## config.mk

```make
export PLATFORM = sky130hd
export DESIGN_NAME = taylor_sine_cosine
export DESIGN_NICKNAME = d
export VERILOG_FILES = /design/src/tsc_pkg.sv /design/src/taylor_sine_cosine.sv
export SDC_FILE = /design/constraint.sdc
export NUM_CORES = 2
export LEC_CHECK = 0
export ABC_AREA = 0
export BUFFER_PORTS_ARGS = -buffer_cell sky130_fd_sc_hd__buf_2
export CAP_MARGIN = 10
export CORE_MARGIN = 3
export CORE_UTILIZATION = 25
export DETAILED_ROUTE_END_ITERATION = 7
export GPL_ROUTABILITY_DRIVEN = 0
export PLACE_DENSITY = 0.36
export REMOVE_ABC_BUFFERS = 1
export SLEW_MARGIN = 20
export SYNTH_ARGS = -nofsm -noshare
export SYNTH_HDL_FRONTEND = slang
export SYNTH_SLANG_ARGS = --single-unit
export TNS_END_PERCENT = 30
```

## constraint.sdc

```tcl
create_clock -name i_clk -period 22.8 [get_ports i_clk]
set_clock_uncertainty 0.1 [all_clocks]
set_input_delay 4.56 -clock i_clk [delete_from_list [all_inputs] [get_ports i_clk]]
set_output_delay 4.56 -clock i_clk [all_outputs]
set_load 0.03 [all_outputs]
```

## src/tsc_pkg.sv

```systemverilog
// ----------------------------------------------------------------------------
// tsc_pkg
// Shared types, widths, constants and the microcode program of the Taylor
// series sine/cosine sequencer.
// ----------------------------------------------------------------------------
`default_nettype none

package tsc_pkg;

    localparam int FRAC_BITS = 30;
    localparam int ANGLE_W   = 32;
    localparam int THR_W     = 31;
    localparam int VALUE_W   = 32;
    localparam int CNT_W     = 5;

    // term magnitudes stay below 8.0, squared angle below 16.0
    localparam int MAG_W     = 33;
    localparam int A2_W      = 34;
    localparam int HALF_W    = 17;
    localparam int PROD_W    = MAG_W + HALF_W;
    localparam int ACC_W     = MAG_W + A2_W;
    localparam int SUM_W     = 36;

    // divider: dividend width, quotient bits per step
    localparam int DIV_W      = 36;
    localparam int DIV_DIGITS = 4;
    localparam int DIV_STEPS  = DIV_W / DIV_DIGITS;
    localparam int DCNT_W     = $clog2(DIV_STEPS);

    localparam logic [ANGLE_W-1:0] PI_FX         = 32'hC90F_DAA2;
    localparam logic [THR_W-1:0]   THR_RESET     = 31'd1074;
    localparam logic [MAG_W-1:0]   MAG_ONE       = MAG_W'(64'd1 << FRAC_BITS);
    localparam logic signed [SUM_W-1:0] SUM_POS_ONE = SUM_W'(64'd1 << FRAC_BITS);
    localparam logic signed [SUM_W-1:0] SUM_NEG_ONE = -SUM_POS_ONE;
    localparam logic signed [VALUE_W-1:0] VALUE_ONE = VALUE_W'(64'd1 << FRAC_BITS);

    typedef logic [3:0] t_step;

    typedef enum logic [3:0] {
        OP_NOP,
        OP_ACCEPT,
        OP_MUL_LO,
        OP_MUL_HI,
        OP_SET_A2,
        OP_INIT,
        OP_DIV_INIT,
        OP_DIV_STEP,
        OP_ACCUM,
        OP_STORE
    } t_op;

    typedef enum logic [2:0] {
        C_NEXT,
        C_JUMP,
        C_WAIT_START,
        C_DIV_MORE,
        C_MORE,
        C_ODD
    } t_cond;

    typedef enum logic {
        SRC_SQUARE,
        SRC_TERM
    } t_msrc;

    typedef struct packed {
        t_op   op;
        t_cond cond;
        t_msrc src;
        t_step target;
    } t_uword;

    localparam t_step S_WAIT     = 4'd0;
    localparam t_step S_SQ_LO    = 4'd1;
    localparam t_step S_SQ_HI    = 4'd2;
    localparam t_step S_SET_A2   = 4'd3;
    localparam t_step S_INIT     = 4'd4;
    localparam t_step S_TERM_LO  = 4'd5;
    localparam t_step S_TERM_HI  = 4'd6;
    localparam t_step S_DIV_INIT = 4'd7;
    localparam t_step S_DIV_STEP = 4'd8;
    localparam t_step S_ACCUM    = 4'd9;
    localparam t_step S_TEST     = 4'd10;
    localparam t_step S_STORE    = 4'd11;
    localparam t_step S_RETURN   = 4'd12;

    function automatic t_uword ucode(input t_step step);
        t_uword uw;
        uw = '{op: OP_NOP, cond: C_JUMP, src: SRC_SQUARE, target: S_WAIT};
        unique case (step)
            S_WAIT:     uw = '{OP_ACCEPT,   C_WAIT_START, SRC_SQUARE, S_WAIT};
            S_SQ_LO:    uw = '{OP_MUL_LO,   C_NEXT,       SRC_SQUARE, S_WAIT};
            S_SQ_HI:    uw = '{OP_MUL_HI,   C_NEXT,       SRC_SQUARE, S_WAIT};
            S_SET_A2:   uw = '{OP_SET_A2,   C_NEXT,       SRC_SQUARE, S_WAIT};
            S_INIT:     uw = '{OP_INIT,     C_NEXT,       SRC_TERM,   S_WAIT};
            S_TERM_LO:  uw = '{OP_MUL_LO,   C_NEXT,       SRC_TERM,   S_WAIT};
            S_TERM_HI:  uw = '{OP_MUL_HI,   C_NEXT,       SRC_TERM,   S_WAIT};
            S_DIV_INIT: uw = '{OP_DIV_INIT, C_NEXT,       SRC_TERM,   S_WAIT};
            S_DIV_STEP: uw = '{OP_DIV_STEP, C_DIV_MORE,   SRC_TERM,   S_DIV_STEP};
            S_ACCUM:    uw = '{OP_ACCUM,    C_NEXT,       SRC_TERM,   S_WAIT};
            S_TEST:     uw = '{OP_NOP,      C_MORE,       SRC_TERM,   S_TERM_LO};
            S_STORE:    uw = '{OP_STORE,    C_ODD,        SRC_TERM,   S_INIT};
            S_RETURN:   uw = '{OP_NOP,      C_JUMP,       SRC_TERM,   S_WAIT};
            default:    uw = '{OP_NOP,      C_JUMP,       SRC_SQUARE, S_WAIT};
        endcase
        return uw;
    endfunction

    // clamp a wide sum to +-1.0 and keep the low word
    function automatic logic [VALUE_W-1:0] sat_value(input logic signed [SUM_W-1:0] s);
        logic signed [SUM_W-1:0] c;
        c = s;
        if (s > SUM_POS_ONE) begin
            c = SUM_POS_ONE;
        end else if (s < SUM_NEG_ONE) begin
            c = SUM_NEG_ONE;
        end
        return c[VALUE_W-1:0];
    endfunction

endpackage

`default_nettype wire

```

## src/taylor_sine_cosine.sv

```systemverilog
// ----------------------------------------------------------------------------
// taylor_sine_cosine
// Sine and cosine of one angle by Taylor series, run by a microcoded
// sequencer over a shared 33x17 multiplier and a 4-bit-per-cycle divider.
// ----------------------------------------------------------------------------
// Takes an unsigned Q2.30 angle (clamped to pi) when start is high and busy is
// low, and returns signed Q2.30 sine and cosine, the term counts and a
// converged flag as a one-cycle o_valid pulse that cannot be held off. Each
// series term takes two multiplier passes, nine divider steps and
// bookkeeping, and the next angle can be taken in the cycle after o_valid.
// Both series share one multiplier and one divider, and run one after the
// other.
`default_nettype none

module taylor_sine_cosine #(
    parameter int MAX_TERMS = 16
) (
    input  wire logic                               i_clk,
    input  wire logic                               i_rst_n,
    input  wire logic                               i_cfg_we,
    input  wire logic [tsc_pkg::THR_W-1:0]          i_cfg_wdata,
    input  wire logic                               start,
    input  wire logic [tsc_pkg::ANGLE_W-1:0]        i_angle,
    output logic                                    busy,
    output logic                                    o_valid,
    output logic signed [tsc_pkg::VALUE_W-1:0]      o_sine_value,
    output logic signed [tsc_pkg::VALUE_W-1:0]      o_cosine_value,
    output logic [tsc_pkg::CNT_W-1:0]               o_sine_terms,
    output logic [tsc_pkg::CNT_W-1:0]               o_cosine_terms,
    output logic                                    o_converged
);
    import tsc_pkg::*;

    localparam int N_W    = $clog2(MAX_TERMS + 1);
    localparam int K_W    = $clog2(2 * MAX_TERMS + 3);
    localparam int PAIR_W = $clog2(2 * MAX_TERMS * (2 * MAX_TERMS + 1) + 1);

    logic [THR_W-1:0]        r_thr;
    t_step                   r_pc,  n_pc;
    logic [ANGLE_W-1:0]      r_a;
    logic [A2_W-1:0]         r_a2;
    logic [MAG_W-1:0]        r_mag;
    logic signed [SUM_W-1:0] r_sum;
    logic [ACC_W-1:0]        r_acc;
    logic [DIV_W-1:0]        r_quo, n_quo;
    logic [PAIR_W-1:0]       r_rem, n_rem;
    logic [PAIR_W-1:0]       r_pair;
    logic [DCNT_W-1:0]       r_dcnt;
    logic [N_W-1:0]          r_n;
    logic                    r_odd;
    logic                    r_conv;
    logic [VALUE_W-1:0]      r_sin_val;
    logic [CNT_W-1:0]        r_sn;
    logic                    r_sconv;
    logic                    r_valid;
    logic [VALUE_W-1:0]      r_out_sin;
    logic [VALUE_W-1:0]      r_out_cos;
    logic [CNT_W-1:0]        r_out_sn;
    logic [CNT_W-1:0]        r_out_cn;
    logic                    r_out_conv;

    t_uword                  w_uw;
    logic                    w_taken;
    logic [MAG_W-1:0]        w_mul_a;
    logic [HALF_W-1:0]       w_mul_b;
    logic [PROD_W-1:0]       w_prod;
    logic [K_W-1:0]          w_k;
    logic [K_W-1:0]          w_kx;
    logic [PAIR_W-1:0]       w_pair;
    logic [MAG_W-1:0]        w_q;
    logic signed [SUM_W-1:0] w_q_ext;
    logic [CNT_W-1:0]        w_cnt;

    assign w_uw = ucode(r_pc);

    // sequencer
    always_comb begin
        unique case (w_uw.cond)
            C_NEXT:       w_taken = 1'b0;
            C_JUMP:       w_taken = 1'b1;
            C_WAIT_START: w_taken = !start;
            C_DIV_MORE:   w_taken = (r_dcnt != DCNT_W'(DIV_STEPS - 1));
            C_MORE:       w_taken = !r_conv && (r_n != N_W'(MAX_TERMS));
            C_ODD:        w_taken = r_odd;
            default:      w_taken = 1'b0;
        endcase
        n_pc = w_taken ? w_uw.target : r_pc + t_step'(1);
    end

    // shared multiplier, second operand split in 17-bit halves
    always_comb begin
        if (w_uw.src == SRC_SQUARE) begin
            w_mul_a = MAG_W'(r_a);
            w_mul_b = (w_uw.op == OP_MUL_HI) ? HALF_W'(r_a[ANGLE_W-1:HALF_W])
                                             : r_a[HALF_W-1:0];
        end else begin
            w_mul_a = r_mag;
            w_mul_b = (w_uw.op == OP_MUL_HI) ? r_a2[A2_W-1:HALF_W] : r_a2[HALF_W-1:0];
        end
        w_prod = PROD_W'(w_mul_a) * PROD_W'(w_mul_b);
    end

    // factorial pair for the next term
    always_comb begin
        w_k    = K_W'({r_n, 1'b0}) + K_W'(2);
        w_kx   = r_odd ? w_k + K_W'(1) : w_k - K_W'(1);
        w_pair = PAIR_W'(w_k * w_kx);
    end

    // restoring divider, four quotient bits a step
    always_comb begin
        logic [PAIR_W:0] rem_t;
        n_rem = r_rem;
        n_quo = r_quo;
        for (int j = 0; j < DIV_DIGITS; j++) begin
            rem_t = {n_rem, n_quo[DIV_W-1]};
            n_quo = {n_quo[DIV_W-2:0], 1'b0};
            if (rem_t >= {1'b0, r_pair}) begin
                rem_t    = rem_t - {1'b0, r_pair};
                n_quo[0] = 1'b1;
            end
            n_rem = rem_t[PAIR_W-1:0];
        end
    end

    assign w_q     = r_quo[MAG_W-1:0];
    assign w_q_ext = SUM_W'(w_q);
    assign w_cnt   = CNT_W'(r_n) + CNT_W'(2);

    always_ff @(posedge i_clk) begin
        if (!i_rst_n) begin
            r_thr   <= THR_RESET;
            r_pc    <= S_WAIT;
            r_valid <= 1'b0;
        end else begin
            r_pc    <= n_pc;
            r_valid <= 1'b0;
            if (i_cfg_we) begin
                r_thr <= i_cfg_wdata;
            end
            if (w_uw.op == OP_STORE && !r_odd) begin
                r_valid <= 1'b1;
            end
        end
    end

    // datapath
    always_ff @(posedge i_clk) begin
        unique case (w_uw.op)
            OP_NOP: begin
            end
            OP_ACCEPT: begin
                if (start) begin
                    r_a <= (i_angle > PI_FX) ? PI_FX : i_angle;
                end
            end
            OP_MUL_LO: begin
                r_acc  <= ACC_W'(w_prod);
                r_pair <= w_pair;
            end
            OP_MUL_HI: begin
                r_acc <= r_acc + {w_prod, {HALF_W{1'b0}}};
            end
            OP_SET_A2: begin
                r_a2  <= r_acc[FRAC_BITS +: A2_W];
                r_odd <= 1'b1;
            end
            OP_INIT: begin
                r_mag  <= r_odd ? MAG_W'(r_a) : MAG_ONE;
                r_sum  <= r_odd ? SUM_W'(r_a) : SUM_W'(MAG_ONE);
                r_n    <= '0;
                r_conv <= 1'b0;
            end
            OP_DIV_INIT: begin
                r_quo  <= r_acc[FRAC_BITS +: DIV_W];
                r_rem  <= '0;
                r_dcnt <= '0;
            end
            OP_DIV_STEP: begin
                r_quo  <= n_quo;
                r_rem  <= n_rem;
                r_dcnt <= r_dcnt + DCNT_W'(1);
            end
            OP_ACCUM: begin
                r_mag  <= w_q;
                r_sum  <= r_n[0] ? r_sum + w_q_ext : r_sum - w_q_ext;
                r_n    <= r_n + N_W'(1);
                r_conv <= (w_q < MAG_W'(r_thr));
            end
            OP_STORE: begin
                if (r_odd) begin
                    r_sin_val <= sat_value(r_sum);
                    r_sn      <= w_cnt;
                    r_sconv   <= r_conv;
                    r_odd     <= 1'b0;
                end else begin
                    r_out_sin  <= r_sin_val;
                    r_out_cos  <= sat_value(r_sum);
                    r_out_sn   <= r_sn;
                    r_out_cn   <= w_cnt;
                    r_out_conv <= r_sconv && r_conv;
                end
            end
            default: begin
            end
        endcase
    end

    assign busy           = (r_pc != S_WAIT);
    assign o_valid        = r_valid;
    assign o_sine_value   = r_out_sin;
    assign o_cosine_value = r_out_cos;
    assign o_sine_terms   = r_out_sn;
    assign o_cosine_terms = r_out_cn;
    assign o_converged    = r_out_conv;

endmodule

`default_nettype wire

```

* After elaboration in Yosys (flattened, before gate mapping)
Memory sizes are Yosys's and may differ from the RTL's. A register that Yosys moved wholly into a read port is not among the register bits.
Cells that the tools add are included.
** Word-level totals
- Register bits :: 420
- Output and inout port bits :: 77
- Memory bits (read-only) :: 176
- Memories kept :: 1
- Logic and storage cells :: 110
** Memory list
- (no name shown) :: depth 16, bits a word 11, rd ports 1, clocked after Yosys merged registers in 1, wr ports 0, line tsc_pkg.sv:90 : unique case (step)
** Operators by class
- Add/subtract/negate cells :: 14
- Multipliers :: 2
- Bitwise operators :: 1
- Muxes and demuxes :: 31
- Reductions and logical operators :: 14
- Equal/unequal tests :: 16
- $lt $le $gt $ge :: 8
** Operators by type and width (number)
- case mux 36 bit (2 select lines) :: 2
- case mux 67 bit (2 select lines) :: 1
- 2-to-1 mux 32 bit :: 4
- adder 67 bit :: 1
- case mux 33 bit (2 select lines) :: 1
- 2-to-1 mux 17 bit :: 3
- multiplier 33 x 17 -> 50 bit :: 1
- >= comparator 12 x 11 -> 1 bit :: 4
- 2-to-1 mux 11 bit :: 4
- subtractor 11 bit :: 4
- adder 36 x 34 -> 36 bit :: 1
- greater-than comparator 36 x 32 -> 1 bit, second input constant :: 1
- < comparator 36 x 31 -> 1 bit, second input constant :: 1
- 2-to-1 mux 36 bit :: 1
- subtractor 36 x 34 -> 36 bit :: 1
- < comparator 33 x 31 -> 1 bit :: 1
- 2-to-1 mux 33 bit :: 1
- greater-than comparator 32 bit, second input constant :: 1
- case mux 11 bit (2 select lines) :: 1
- == test 4 x 3 -> 1 bit, second input constant :: 4
- multiplier 6 x 6 -> 11 bit :: 1
- case mux 5 bit (2 select lines) :: 1
- adder 4 x 1 -> 4 bit, second input constant :: 2
- == test 4 x 2 -> 1 bit, second input constant :: 2
- 24 further kinds :: 42

* Logic depth before layout (Yosys ltp)
- Depth after elaboration :: 9
- Gate-level depth with buffers :: 43
- Mapped depth without buffers :: 40

* Least setup slack after synthesis
No wires, ideal clock.
- Path type :: register -> register
- From :: register w_uw[11] (netlist name)
- To :: register r_acc[65], data pin
- Setup time :: 0.266 ns
- Clock period less this slack :: 10.670 ns
- Stages on the path, launching flop included :: 39
- Arrival :: 10.304 ns
- Slack :: 12.130 ns
- Data required time :: 22.434 ns
- Cell sequence :: dfxtp_1 nor2_1 and2_1 nand2_1 clkbuf_1 nand2_1 nand2_1 o21ai_0 clkbuf_1 nor2_1 fa_1 inv_1 fa_1 fa_1 fa_1 inv_1 fa_1 inv_1 (+3 left out) nand4_1 nor2_1 a211oi_1 a21boi_0 a2111oi_0 o21bai_1 a211oi_1 nor2_1 ha_1 clkbuf_1 nand2_1 or3_1 o31ai_2 a21oi_1 o31ai_1 xor2_1 xnor2_1 nor2_1
** Between the ends
- Longest elaborated chain between the ends :: 6
- Elaborated cells on any way between the ends :: 8
** RTL lines
- == test 4 x 2 -> 1 bit :: line taylor_sine_cosine.sv:94, taylor_sine_cosine.sv:98, taylor_sine_cosine.sv:149
- 2-to-1 mux 17 bit (on tied branches) :: line taylor_sine_cosine.sv:94, taylor_sine_cosine.sv:98
- 2-to-1 mux 17 bit :: line taylor_sine_cosine.sv:92 : if (w_uw.src == SRC_SQUARE) begin
- multiplier 33 x 17 -> 50 bit :: line taylor_sine_cosine.sv:100 : w_prod = PROD_W'(w_mul_a) * PROD_W'(w_mul_b);
- adder 67 bit :: line taylor_sine_cosine.sv:162 : r_acc <= r_acc + {w_prod, {HALF_W{1'b0}}};
- case mux 67 bit (2 select lines) (*) :: line taylor_sine_cosine.sv:149 : unique case (w_uw.op)
- end signal, assigned :: line taylor_sine_cosine.sv:158 : r_acc <= ACC_W'(w_prod);
- end signal, assigned :: line taylor_sine_cosine.sv:162
- end, declared :: line taylor_sine_cosine.sv:44 : logic [ACC_W-1:0] r_acc;
Mark *: on every way between the ends. The rest lies on a longest branch, timed or not.
A chain may end at the register's enable or synchronous reset.

* Worst setup path after layout
- From :: register w_uw[11] (netlist name)
- To :: register r_acc[64], data pin
** Between the ends
- Longest elaborated chain between the ends :: 6
- Elaborated cells on any way between the ends :: 8
** RTL lines (line)
- == test 4 x 2 -> 1 bit :: taylor_sine_cosine.sv:94, taylor_sine_cosine.sv:98, taylor_sine_cosine.sv:149
- 2-to-1 mux 17 bit (on tied branches) :: taylor_sine_cosine.sv:94, taylor_sine_cosine.sv:98
- 2-to-1 mux 17 bit :: taylor_sine_cosine.sv:92
- multiplier 33 x 17 -> 50 bit :: taylor_sine_cosine.sv:100
- adder 67 bit :: taylor_sine_cosine.sv:162
- case mux 67 bit (2 select lines) (*) :: taylor_sine_cosine.sv:149
Marks and branches as above.

==> results <==
- The number of buffers and inverters on the critical path is 4.
- Once detailed placement completed, the half-perimeter wirelength came to roughly 120 mm.
- The peak fanout along the critical path is 76.
- For the pin with the worst max-slew slack, the measured transition is 1.10 ns.
- The run finished with clean final reports.
- The most used flip-flop cell after synthesis is sky130_fd_sc_hd__edfxtp_1.
- Setup violations remaining at the end of the flow were counted as 0.
- After the first detailed-routing iteration, the DRC count stood at 2311.
- The instance count of the mapped netlist is 4443.
- The final route contains 31815 vias.
- The final cell count without fillers is just under 7000.
- Yosys attributes the largest share of cell area to sky130_fd_sc_hd__edfxtp_1 26%, sky130_fd_sc_hd__fa_1 23%, sky130_fd_sc_hd__ha_1 9.3%.
- The first global-routing pass estimated 232 mm of wire.
- The number of distinct standard cells referenced by the synthesized netlist is 93.
- The dominant cell type by area after synthesis is sky130_fd_sc_hd__edfxtp_1.
- Of all flip-flops after synthesis, the portion carrying an async set or reset was 0%.
- The clock reaches the later pin of the worst-skew pair after roughly 0.64 ns.
- The count of final max-slew check failures came to 0.
- The relative slew slack is 25.3%.
- The number of fillers in the final layout is 17906.
- Counting cells, the worst reg-to-reg path comes to 38.
- In this run, synthesis inferred 365 flip-flops with an integrated enable.
- Once routing completed, OpenROAD measured the worst setup slack at between 10 and 15 ns.
- Relative to the synthesized area, the layout overhead comes to 12.2%.
- The worst path arrival time is 12.27 ns.
- At the end of the flow, the number of nets in the layout was 5406.
- The final count of hold timing violations is 0.
- The first TritonRoute pass finished after 5 iterations.
- The buffer depth of the longest clock path is 3.
- The critical path class is reg2reg.
- For this block, the routed nets add up to 157 mm of wire.
- STA puts the critical path data required time at approximately 23 ns.
- The element type at the critical path end is a register.
- Once the floorplan was initialized, standard cells occupied 25.3% of the core.
- Subtracting the final worst setup slack from the clock period gives between 10 and 15 ns.
- The share of the yosys chip area belonging to registers is 28.0%.
- The initial antenna violation count came to 22.
- The number of hold buffers added after cts is 0.
- The number of clock sinks seen by CTS is about 410.
- The area enclosed by the die boundary is between 150000 and 200000 µm².
- The top cell types in the final layout, fill and taps aside, are 689 x sky130_fd_sc_hd__inv_1, 669 x sky130_fd_sc_hd__nand2_1, 478 x sky130_fd_sc_hd__fa_1.
- The post-cts resize count is 0.
- The biggest cell delay along the critical path is 0.80 ns.
- Final hold analysis gives a worst-case slack of between 0.3 and 0.4 ns.
- The number of violations of the max-capacitance limit is 0.
- Global routing finished with a remaining overflow of 0.
- Setup repair after global routing left no endpoint under its margin.
- The number of global-route vias before repair came to 32947.
- The area of the core region is 168000 µm².
- The vias per cell is 4.68.
- The total negative setup slack is 0 ns.
- The floorplan step set the die height to 418 µm.
- The kind of launch point of the worst setup path is a register.
- The most frequent standard cell in the layout excluding fill and tap cells is sky130_fd_sc_hd__inv_1.
- The number of placed instances, taps included, is 6696.
- The post-detailed-route DRC marker count is 0.
- The die is 418 µm wide.
- The post-CTS clock slew at the launch and capture registers of the worst setup and hold paths is ~0.06 ns.
- The number of buffers created by CTS is 52.
- Pin placement for this block handled 144 I/O pins.
- The mapped netlist covers 42500 µm².
- After synthesis, the largest area contributor takes up approximately a quarter of total cell area.
- The largest net degree at the start of global routing is 77.
- TritonCTS built the clock tree.
- The number of buffers added on ports is 143.
- The number of placement rows is 150.
- The count of state elements after synthesis is 411.
- In the finished design, the share of the clock period the worst path needs comes to 52.1%.
- The slowest stage of the critical path belongs to the cell sky130_fd_sc_hd__o21a_2.
- Broken down by cell family, the worst path's largest delay share belongs to compound AO/OA/AOI/OAI gates.
- The cell depth of the worst setup path is 38.
- After clock tree synthesis, the setup repair step added 0 buffers.
- The worst setup timing slack at the placement stage is roughly 11 ns.
- The share of final-layout standard cells stronger than drive strength 1 is 9.46%.
- A synthesized cell averages 9.56 µm².
- The total global-route track usage is 17.9%.
- In the final routed layout, each cell accounts on average for about 23 µm.
- The master cell of the clock root buffer is sky130_fd_sc_hd__clkbuf_16.
- By instance count, the cell type seen most on the critical path is sky130_fd_sc_hd__fa_1.
- Yosys printed 0 warnings.
- The H-tree was split into 2 levels.
- The number of cells on the worst hold path is 0.
- The highest attainable clock frequency is 0.0842 GHz.
- The worst hold path belongs to the class reg2reg.
- The remaining number of nets flagged by the antenna check after routing is 0.
routing by layer:
layer / share of wire [%] / vias to the layer above / global-route usage [%] / wire [µm]
met5: 0 / - / 0 / 0
met4: 2.1 / 0 / 3.59 / 3220
met1: 46 / 16151 / 25.1 / 72000
met2: 48 / 694 / 30.2 / 75000
li1: - / 14837 / - / -
met3: 4.2 / 133 / 1.54 / 6570
registers in the layout, indices dropped and copies added (netlist names), 10 cells and up:
name            flops
r_a                32
r_rem              11
r_quo              36
o_sine_value       32
r_a2               34
r_acc              49
r_mag              33
r_sum              36
o_cosine_value     32
w_uw               10
r_sin_val          32
r_thr              31
r_pair             10
synth_stat cells, types with 93 or more instances:
cell type / n
sky130_fd_sc_hd__o21ai_0: 146
sky130_fd_sc_hd__clkbuf_1: 137
sky130_fd_sc_hd__xnor2_1: 93
sky130_fd_sc_hd__nor2b_1: 102
sky130_fd_sc_hd__xor2_1: 100
sky130_fd_sc_hd__fa_1: 478
sky130_fd_sc_hd__edfxtp_1: 365
sky130_fd_sc_hd__ha_1: 315
sky130_fd_sc_hd__inv_1: 689
sky130_fd_sc_hd__a21oi_1: 182
sky130_fd_sc_hd__nand2_1: 671
sky130_fd_sc_hd__nor2_1: 300
cell families (layout without fill, tap and decap cells):
family,Yosys count,in the layout,synth area share (%)
and+or+nand+nor,1403,1403,14.9
buffers and inverters,842,988,7.48
adders and majority gates,793,793,31.8
AOI/OAI and AO/OA,668,668,10.3
DFF,411,411,28.0
xor gates and xnor gates,193,193,3.98
muxes,133,133,3.58
other,0,4,0
layout make-up:
cell class	instances	area, µm²	area share (%)
Clock buffer	73	1410	2.96
Inverter	689	2590	5.43
Tap cell	2204	2760	5.79
Antenna cell	4	10.0	0.0210
Clock inverter	24	355	0.746
Sequential cell	411	11900	24.9
Multi-Input combinational cell	3190	27500	57.7
Timing Repair Buffer	202	1160	2.43
final timing paths:
kind                 start          endpoint  slack (ns)
min          r_sin_val[14]  o_sine_value[14]        0.32
max reg2reg       w_uw[11]         r_acc[64]       10.92
min reg2reg  r_sin_val[14]  o_sine_value[14]        0.32
max               w_uw[11]         r_acc[64]       10.92
stage by stage:
stage / cell area (µm²) / utilization, %
after floorplan: 41900 / -
after global placement: 45900 / 27.3
after detailed placement: 45900 / 27.3
after CTS: 47700 / 28.4
after global routing: 47700 / 28.4
final: 47700 / 28.4
Power is not shown: default switching activity piles up to over one toggle a cycle in this logic, so the estimate is an artifact.
